**config.mk**
```make
export PLATFORM = sky130hd
export DESIGN_NAME = lru_key_value_cache
export DESIGN_NICKNAME = d
export VERILOG_FILES = /design/src/rtl/lkvc_pkg.sv /design/src/rtl/lkvc_entry.sv /design/src/rtl/lru_key_value_cache.sv
export SDC_FILE = /design/constraint.sdc
export NUM_CORES = 2
export LEC_CHECK = 0
export BUFFER_PORTS_ARGS = -buffer_cell sky130_fd_sc_hd__buf_4
export CORE_MARGIN = 2
export CORE_UTILIZATION = 50
export DETAILED_ROUTE_END_ITERATION = 12
export MAX_ROUTING_LAYER = met4
export PLACE_DENSITY = 0.69
export SETUP_SLACK_MARGIN = 0.2
export SLEW_MARGIN = 20
export SYNTH_ARGS = -nofsm -noshare
export SYNTH_HDL_FRONTEND = slang
export SYNTH_HIERARCHICAL = 1
export SYNTH_SLANG_ARGS = --single-unit
```
**constraint.sdc**
```tcl
create_clock -name clk_i -period 8.1 [get_ports clk_i]
set_input_delay 0.405 -clock clk_i [delete_from_list [all_inputs] [get_ports clk_i]]
set_output_delay 0.405 -clock clk_i [all_outputs]
set_load 0.005 [all_outputs]
```
**src/rtl/lkvc_pkg.sv**
```systemverilog
package lkvc_pkg;

  localparam int unsigned ENTRIES    = 16;
  localparam int unsigned VALUE_BITS = 64;
  localparam int unsigned KEY_BITS   = 32;
  localparam int unsigned CAP_BITS   = 5;
  localparam int unsigned OUT_BITS   = 64;
  localparam int unsigned AGE_W      = (ENTRIES > 1) ? $clog2(ENTRIES) : 1;
  localparam int unsigned CNT_W      = $clog2(ENTRIES + 1);
  localparam int unsigned CAP_RESET  = 16;

  localparam logic MODE_GET = 1'b0;
  localparam logic MODE_PUT = 1'b1;

  // broadcast to every entry for one word
  typedef struct packed {
    logic                  clr;
    logic                  upd;
    logic                  wr_val;
    logic                  ld_key;
    logic [AGE_W:0]        thr;
    logic [AGE_W-1:0]      lru_age;
    logic [KEY_BITS-1:0]   key;
    logic [VALUE_BITS-1:0] value;
  } lkvc_cmd_t;

  typedef struct packed {
    logic                  valid;
    logic                  match;
    logic                  victim;
    logic [AGE_W-1:0]      age;
    logic [VALUE_BITS-1:0] value;
  } lkvc_stat_t;

  // zero reads as one, above ENTRIES saturates
  function automatic logic [CNT_W-1:0] eff_cap(logic [CAP_BITS-1:0] c);
    int v;
    v = int'(c);
    if (v == 0) v = 1;
    if (v > int'(ENTRIES)) v = int'(ENTRIES);
    return CNT_W'(v);
  endfunction

endpackage

```
**src/rtl/lkvc_entry.sv**
```systemverilog
module lkvc_entry (
  input  logic               clk_i,
  input  logic               rst_ni,
  input  lkvc_pkg::lkvc_cmd_t cmd_i,
  input  logic               sel_i,
  output lkvc_pkg::lkvc_stat_t stat_o
);
  import lkvc_pkg::*;

  logic                  valid_q;
  logic [KEY_BITS-1:0]   key_q;
  logic [VALUE_BITS-1:0] value_q;
  logic [AGE_W-1:0]      age_q;

  always_ff @(posedge clk_i or negedge rst_ni) begin
    if (!rst_ni) begin
      valid_q <= 1'b0;
    end else if (cmd_i.clr) begin
      valid_q <= 1'b0;
    end else if (cmd_i.upd && sel_i) begin
      valid_q <= 1'b1;
    end
  end

  always_ff @(posedge clk_i) begin
    if (cmd_i.upd && !cmd_i.clr) begin
      if (sel_i) begin
        age_q <= '0;
        if (cmd_i.wr_val) value_q <= cmd_i.value;
        if (cmd_i.ld_key) key_q <= cmd_i.key;
      end else if (valid_q && ({1'b0, age_q} < cmd_i.thr)) begin
        age_q <= age_q + 1'b1;
      end
    end
  end

  assign stat_o.valid  = valid_q;
  assign stat_o.match  = valid_q && (key_q == cmd_i.key);
  assign stat_o.victim = valid_q && (age_q == cmd_i.lru_age);
  assign stat_o.age    = age_q;
  assign stat_o.value  = value_q;

endmodule

```
**src/rtl/lru_key_value_cache.sv**
```systemverilog
// Fully associative key-value cache with LRU replacement, 16 entries. A word is taken
// whenever start_i is high; busy_o stays low, so one word per cycle is sustained. The
// word is registered, all entries are matched and ages updated in the next cycle, and
// the result is registered again and shows on done_o/hit_o/read_value_o for one cycle.
// The receiver cannot stall; every word gives exactly one result. Writing
// cfg_data_i with cfg_we_i empties the cache and sets the capacity (0 reads as 1, values
// above the entry count saturate); do this only with no word in flight.
module lru_key_value_cache (
  input  logic                                clk_i,
  input  logic                                rst_ni,
  input  logic                                start_i,
  output logic                                busy_o,
  input  logic                                mode_i,
  input  logic signed [lkvc_pkg::KEY_BITS-1:0] key_i,
  input  logic [lkvc_pkg::OUT_BITS-1:0]       write_value_i,
  output logic                                done_o,
  output logic                                hit_o,
  output logic [lkvc_pkg::OUT_BITS-1:0]       read_value_o,
  input  logic                                cfg_we_i,
  input  logic [lkvc_pkg::CAP_BITS-1:0]       cfg_data_i
);
  import lkvc_pkg::*;

  logic                  in_vld_q;
  logic                  mode_q;
  logic [KEY_BITS-1:0]   key_q;
  logic [VALUE_BITS-1:0] wval_q;
  logic [CNT_W-1:0]      occ_q, occ_d;
  logic [CNT_W-1:0]      cap_q;
  logic                  done_q;
  logic                  hit_q;
  logic [OUT_BITS-1:0]   rdata_q, rdata_d;

  lkvc_cmd_t             cmd;
  lkvc_stat_t            stat [ENTRIES];
  logic [ENTRIES-1:0]    match_v, victim_v, valid_v, free_v, free_oh, sel_v;
  logic [VALUE_BITS-1:0] hit_value;
  logic [AGE_W-1:0]      hit_age;
  logic                  hit, put, full;

  always_ff @(posedge clk_i or negedge rst_ni) begin
    if (!rst_ni) begin
      in_vld_q <= 1'b0;
      done_q   <= 1'b0;
      occ_q    <= '0;
      cap_q    <= eff_cap(CAP_BITS'(CAP_RESET));
    end else begin
      in_vld_q <= start_i;
      done_q   <= in_vld_q;
      occ_q    <= occ_d;
      if (cfg_we_i) cap_q <= eff_cap(cfg_data_i);
    end
  end

  always_ff @(posedge clk_i) begin
    mode_q  <= mode_i;
    key_q   <= key_i;
    wval_q  <= write_value_i[VALUE_BITS-1:0];
    hit_q   <= hit;
    rdata_q <= rdata_d;
  end

  always_comb begin
    match_v   = '0;
    victim_v  = '0;
    valid_v   = '0;
    hit_value = '0;
    hit_age   = '0;
    for (int i = 0; i < ENTRIES; i++) begin
      match_v[i]  = stat[i].match;
      victim_v[i] = stat[i].victim;
      valid_v[i]  = stat[i].valid;
      hit_value   = hit_value | (stat[i].value & {VALUE_BITS{stat[i].match}});
      hit_age     = hit_age | (stat[i].age & {AGE_W{stat[i].match}});
    end
  end

  assign hit     = |match_v;
  assign put     = (mode_q == MODE_PUT);
  assign full    = (occ_q >= cap_q);
  assign free_v  = ~valid_v;
  assign free_oh = free_v & (~free_v + 1'b1);

  always_comb begin
    cmd.clr     = cfg_we_i;
    cmd.upd     = in_vld_q && (hit || put);
    cmd.wr_val  = put;
    cmd.ld_key  = put && !hit;
    cmd.key     = key_q;
    cmd.value   = wval_q;
    cmd.lru_age = AGE_W'(occ_q - 1'b1);
    if (hit) begin
      cmd.thr = {1'b0, hit_age};
      sel_v   = match_v;
    end else if (full) begin
      cmd.thr = {1'b0, cmd.lru_age};
      sel_v   = victim_v;
    end else begin
      cmd.thr = (AGE_W + 1)'(ENTRIES);
      sel_v   = free_oh;
    end
  end

  always_comb begin
    occ_d = occ_q;
    if (cfg_we_i) begin
      occ_d = '0;
    end else if (in_vld_q && put && !hit && !full) begin
      occ_d = occ_q + 1'b1;
    end
  end

  assign rdata_d = (!put && hit) ? OUT_BITS'(hit_value) : '0;

  for (genvar g = 0; g < ENTRIES; g++) begin : g_entry
    lkvc_entry u_entry (
      .clk_i  (clk_i),
      .rst_ni (rst_ni),
      .cmd_i  (cmd),
      .sel_i  (sel_v[g]),
      .stat_o (stat[g])
    );
  end

  assign busy_o       = 1'b0;
  assign done_o       = done_q;
  assign hit_o        = hit_q;
  assign read_value_o = rdata_q;

endmodule

```
# Word level (Yosys, flattened, before mapping)
# Cells that the tools add are included.
# classes
addsub	19
bitwise_logic	65
n_lt_le_gt_ge	18
n_eq_ne	32
n_mux	57
reduce_logical	159
# op_table
cell	count
$and 64x64->64	16
$or 64x64->64	15
$eq 32x32->1	16
$reduce_and 3->1	32
$lt 4x5->1	16
$logic_and 1x1->1	71
$reduce_bool 2->1	33
$add 4x1->4 const B	16
$and 4x4->4	16
$eq 4x4->1	16
$mux 4	16
$or 4x4->4	15
$gt 32x6->1 const B	1
$mux 1	32
$mux 16	2
$mux 32	1
$not 16->16	2
$reduce_and 2->1	16
$mux 5	6
$add 16x1->16 const B	1
$and 16x16->16	1
$reduce_or 16->1	1
$add 5x1->5 const B	1
$ge 5x5->1	1
other kinds (4)	7
# totals
word_cells	423
register_bits	1790

# Logic depth before layout (Yosys ltp)
# depth
word_depth	23
ltp_mapped	18
mapped_depth_nobuf	15

# Modules after synthesis
# The synthesis kept the hierarchy.
# by_module_without_submodules
module	seq_area_each_um2	area_each_um2	n_inst	cells_each
lkvc_entry	3027.9	3611.0	16	178
lru_key_value_cache	3544.6	10363.7	1	1125

# Worst setup path after synthesis
# OpenSTA, ideal clock, no wires.
# synth_timing
path_type	reg2reg
from	register, netlist name key_q[4]
to	register g_entry[13].u_entry.value_q[0], enable pin
arrival_ns	5.116
slack_ns	2.555
setup_ns	0.429
path_stages_with_launch	15
required_ns	7.671
path_cell_list	dfxtp_1 xnor2_1 nand4_1 nor4_1 nand4_1 nor4_2 clkbuf_1 nor4_1 and4_1 buf_6 inv_4 buf_2 o21a_1 nor2b_1 and3_1
# synth_lines
item	line	rtl
end signal, assigned	lkvc_entry.sv:29	if (cmd_i.wr_val) value_q <= cmd_i.value;
end, declared	lkvc_entry.sv:12	logic [VALUE_BITS-1:0] value_q;

==> flow_summary.yaml <==
outcome:
  outcome: "complete, no violations"
clock_network:
  clk_pin_slew_ps: 60
  root_buffer: "clkbuf_16"
  cts_tree: "yes"
  clk_latency_ps: 840
  cts_setup_buffers: 0
  cts_sinks: 1790
  cts_buffers: 176
  htreeDepth: 4
  cts_buffer_depth: 3
worst_hold_path:
  worstHoldEndpoint: "cap_q[4]"
  hp-class: "primary input to register"
  hold_start: "cfg_we_i"
  worstHoldPathCells: 3
sta:
  maxSlewHeadroom_pct: 21.16
  period_share_pct: 82.99
  grt_setup_unrepaired: "false"
  finalHoldViolCount: 0
  fin_ws_ps: 1377
  finalSetupViolCount: 0
  layout_min_cycle_time_ps: 6723
  timing.fmax_mhz: 148.8
  drv_slew: 0
  fin_skew_ps: 61.41
  finalSetupTns_ps: 0
  worstMarginPinSlew_ps: 1183
route:
  drtIter0Drc: 4878
  num_vias: 38890
  wl_um: 174500
  drtPass1Iterations: 6
  wl_per_cell_um: 27.63
  drcViolationCount: 0
  vias_per_cell: 6.156
  ant_nets: 0
grt:
  grt_max_degree: 68
  grt_usage_pct: 25.59
  grt_antenna_before_repair: 4
  grt_pass1_wl_um: 255700
  grt_pass1_vias: 38090
  gr-total-overflow: 0
worst_setup_path:
  startpoint_type: "register"
  critPathCaptureType: "register"
  crit_chain: "buf_4, xnor2_1, nand4_1, nor4_1, nand4_1, nor4_4, buf_4, buf_4, a22oi_1, nand4_1, a311o_1, inv_1, ha_1, nor2b_1, o21ai_0, a41o_1"
  r2r_start: "key_q[17]"
  reg2reg_slack_ps: 1380
  cp_slowest_cell: "dfxtp_1"
  slowest_delay_ps: 880
  required_ps: 8610
  reg2reg_to: "g_entry[7].u_entry/age_q[3]"
  crit_buf_inv: 4
  worstRegToRegCells: 16
  cp_top_family: "simple AND/OR/NAND/NOR gates"
  crit_fanout: 45
  critical_path_class: "register to register"
  arrival_ps: 7240
  crit_start: "key_q[17]"
power_and_ir_drop:
  p_per_area_mw_per_mm2: 240.5
  power.leakage_nw: 25.29
  finalPower_mw: 19.05
  ir_worst_vdd_uv: 213.9
layout:
  syn_to_final_growth_pct: 16.24
  drive_gt1_share_pct: 13.44
  final_common_cell: "edfxtp_1"
  num-nets-final: 4555
  layout_common_cells: "edfxtp_1, xnor2_1, buf_4, a22o_1, a221oi_1"
synthesis:
  ys_warn_count: 6
  ys_ff_latch: 1790
  synth-simple-area-share_pct: 4.611
  yosys_most_used_dff: "edfxtp_1"
  syn_area_mm2: 0.06814
  syn_area_per_cell_um2: 17.15
  synth_edf_count: 1600
  synthCells: 3973
  synth_compound_area_share_pct: 8.465
  synth-async-reset-ratio_pct: 1.564
  synth_nets: 4150
  synth_xor_area_share_pct: 7.854
  synthAdderAreaFrac_pct: 1.304
  synth.area.mux_share_pct: 0.03122
  synth_top_family_by_area: "compound AO/OA/AOI/OAI gates"
  synth_cell_types: 49
  ys_seq_area_share_pct: 76.30
die:
  ios: 173
  core-area_mm2: 0.1353
  die_area_mm2: 0.1392
  die_y_um: 373.2
  die_w_um: 373.2
  row_count: 135
  initial_core_util_pct: 50.36
placed_design:
  pre_cts_slack_ps: 1398
  gp_congestion: 0.9056
  portBuffers: 171
  place_hpwl_um: 95410
job:
  maxCapViolCount: 0
[area by class of cell]
class	count	area, um^2
fill	9836	56090
sequential	1790	52010
multi-input combinational	1948	15430
clock buffer	247	4927
timing repair buffer	387	3266
tap	1781	2228
clock inverter	85	1042
inverter	75	284.0
antenna	5	12.51
[per-layer routing]
layer | part of all wire, % | vias up | GRT usage [%] | wire length [um]
li1 | - | 16570 | - | -
met1 | 42 | 19880 | 35.58 | 72610
met2 | 46 | 2149 | 38.12 | 80190
met3 | 9.7 | 292 | 5.284 | 16990
met4 | 2.7 | 0 | 8.069 | 4744
met5 | 0 | - | - | 0
[worst max path at each step]
stage,endpoint,slack [ps],cells past startpoint
floorplan,g_entry[13].u_entry/value_q[0],2550,14
global placement,g_entry[8].u_entry/value_q[7],1420,15
detailed placement,g_entry[8].u_entry/value_q[7],1400,15
CTS,g_entry[8].u_entry/value_q[7],1390,15
global route,g_entry[8].u_entry/value_q[7],1180,15
finish,g_entry[7].u_entry/age_q[3],1380,16
[metrics by stage]
step                      utilization [%]  std cells  hold slack (ps)  cell area [um^2]
after floorplan                         -       3973            109.4             68140
after global routing                58.54       6315            71.30             79200
after global placement              53.35       5877            400.7             72180
final                               58.54       6318            69.36             79210
after CTS                           58.53       6313            27.18             79190
after detailed placement            53.35       5877            404.4             72180
[worst reg2reg max path, delay by kind of cell, from the launching register on]
kind,cells,cell delay [ps]
and+or+nand+nor,6,1770
buffers and inverters,4,1730
AOI/OAI and AO/OA,4,1590
DFF,1,880
adders and majority gates,1,320
xor gates and xnor gates,1,140
[state kept, by name (all words and copies together), names as in the netlist]
| name | flops |
|---|---|
| wval_q | 64 |
| key_q | 32 |
| cap_q | 5 |
| in_vld_q | 1 |
| read_value_o | 64 |
| g_entry.u_entry/key_q | 512 |
| done_o | 1 |
| g_entry.u_entry/age_q | 64 |
| hit_o | 1 |
| g_entry.u_entry/valid_q | 16 |
| occ_q | 5 |
| mode_q | 1 |
| g_entry.u_entry/value_q | 1024 |
[kinds of logic (layout without fill, tap and decap cells)]
logic type / Yosys count / count (layout)
simple gates: 532 / 532
buf+inv: 235 / 794
mux: 2 / 2
xor+xnor: 611 / 611
flops: 1790 / 1790
compound gates: 731 / 731
other cells: 1 / 6
fa+ha+maj: 71 / 71
[cell usage after synthesis, types with 27 or more instances]
cell type / count / area share (%)
edfxtp_1: 1600 / 71
a31oi_1: 72 / 0.66
nor4_1: 58 / 0.53
inv_1: 74 / 0.41
a21oi_1: 52 / 0.38
dfrtp_1: 27 / 0.99
a221oi_1: 192 / 2.5
clkbuf_1: 119 / 0.66
ha_1: 71 / 1.3
a22oi_1: 160 / 1.8
nand3_1: 36 / 0.26
and3_1: 97 / 0.89
nand4_1: 125 / 1.1
nor2b_1: 64 / 0.59
xnor2_1: 481 / 6.2
a22o_1: 192 / 2.5
nor2_1: 75 / 0.41
dfxtp_1: 162 / 4.8
xor2_1: 130 / 1.7
[report_power, final]
part           total (mW)  internal, mW  switching [mW]
clock network        8.26          4.75            3.51
logic               0.552         0.243           0.309
registers            10.2          10.1           0.146
[repair_timing]
action	in CTS	in global routing
endpoints found under the hold margin	131	0
hold buffers	104	0
setup endpoints to repair	0	0
resized for setup	0	0
No activity file was read; power rests on OpenSTA's default activity.
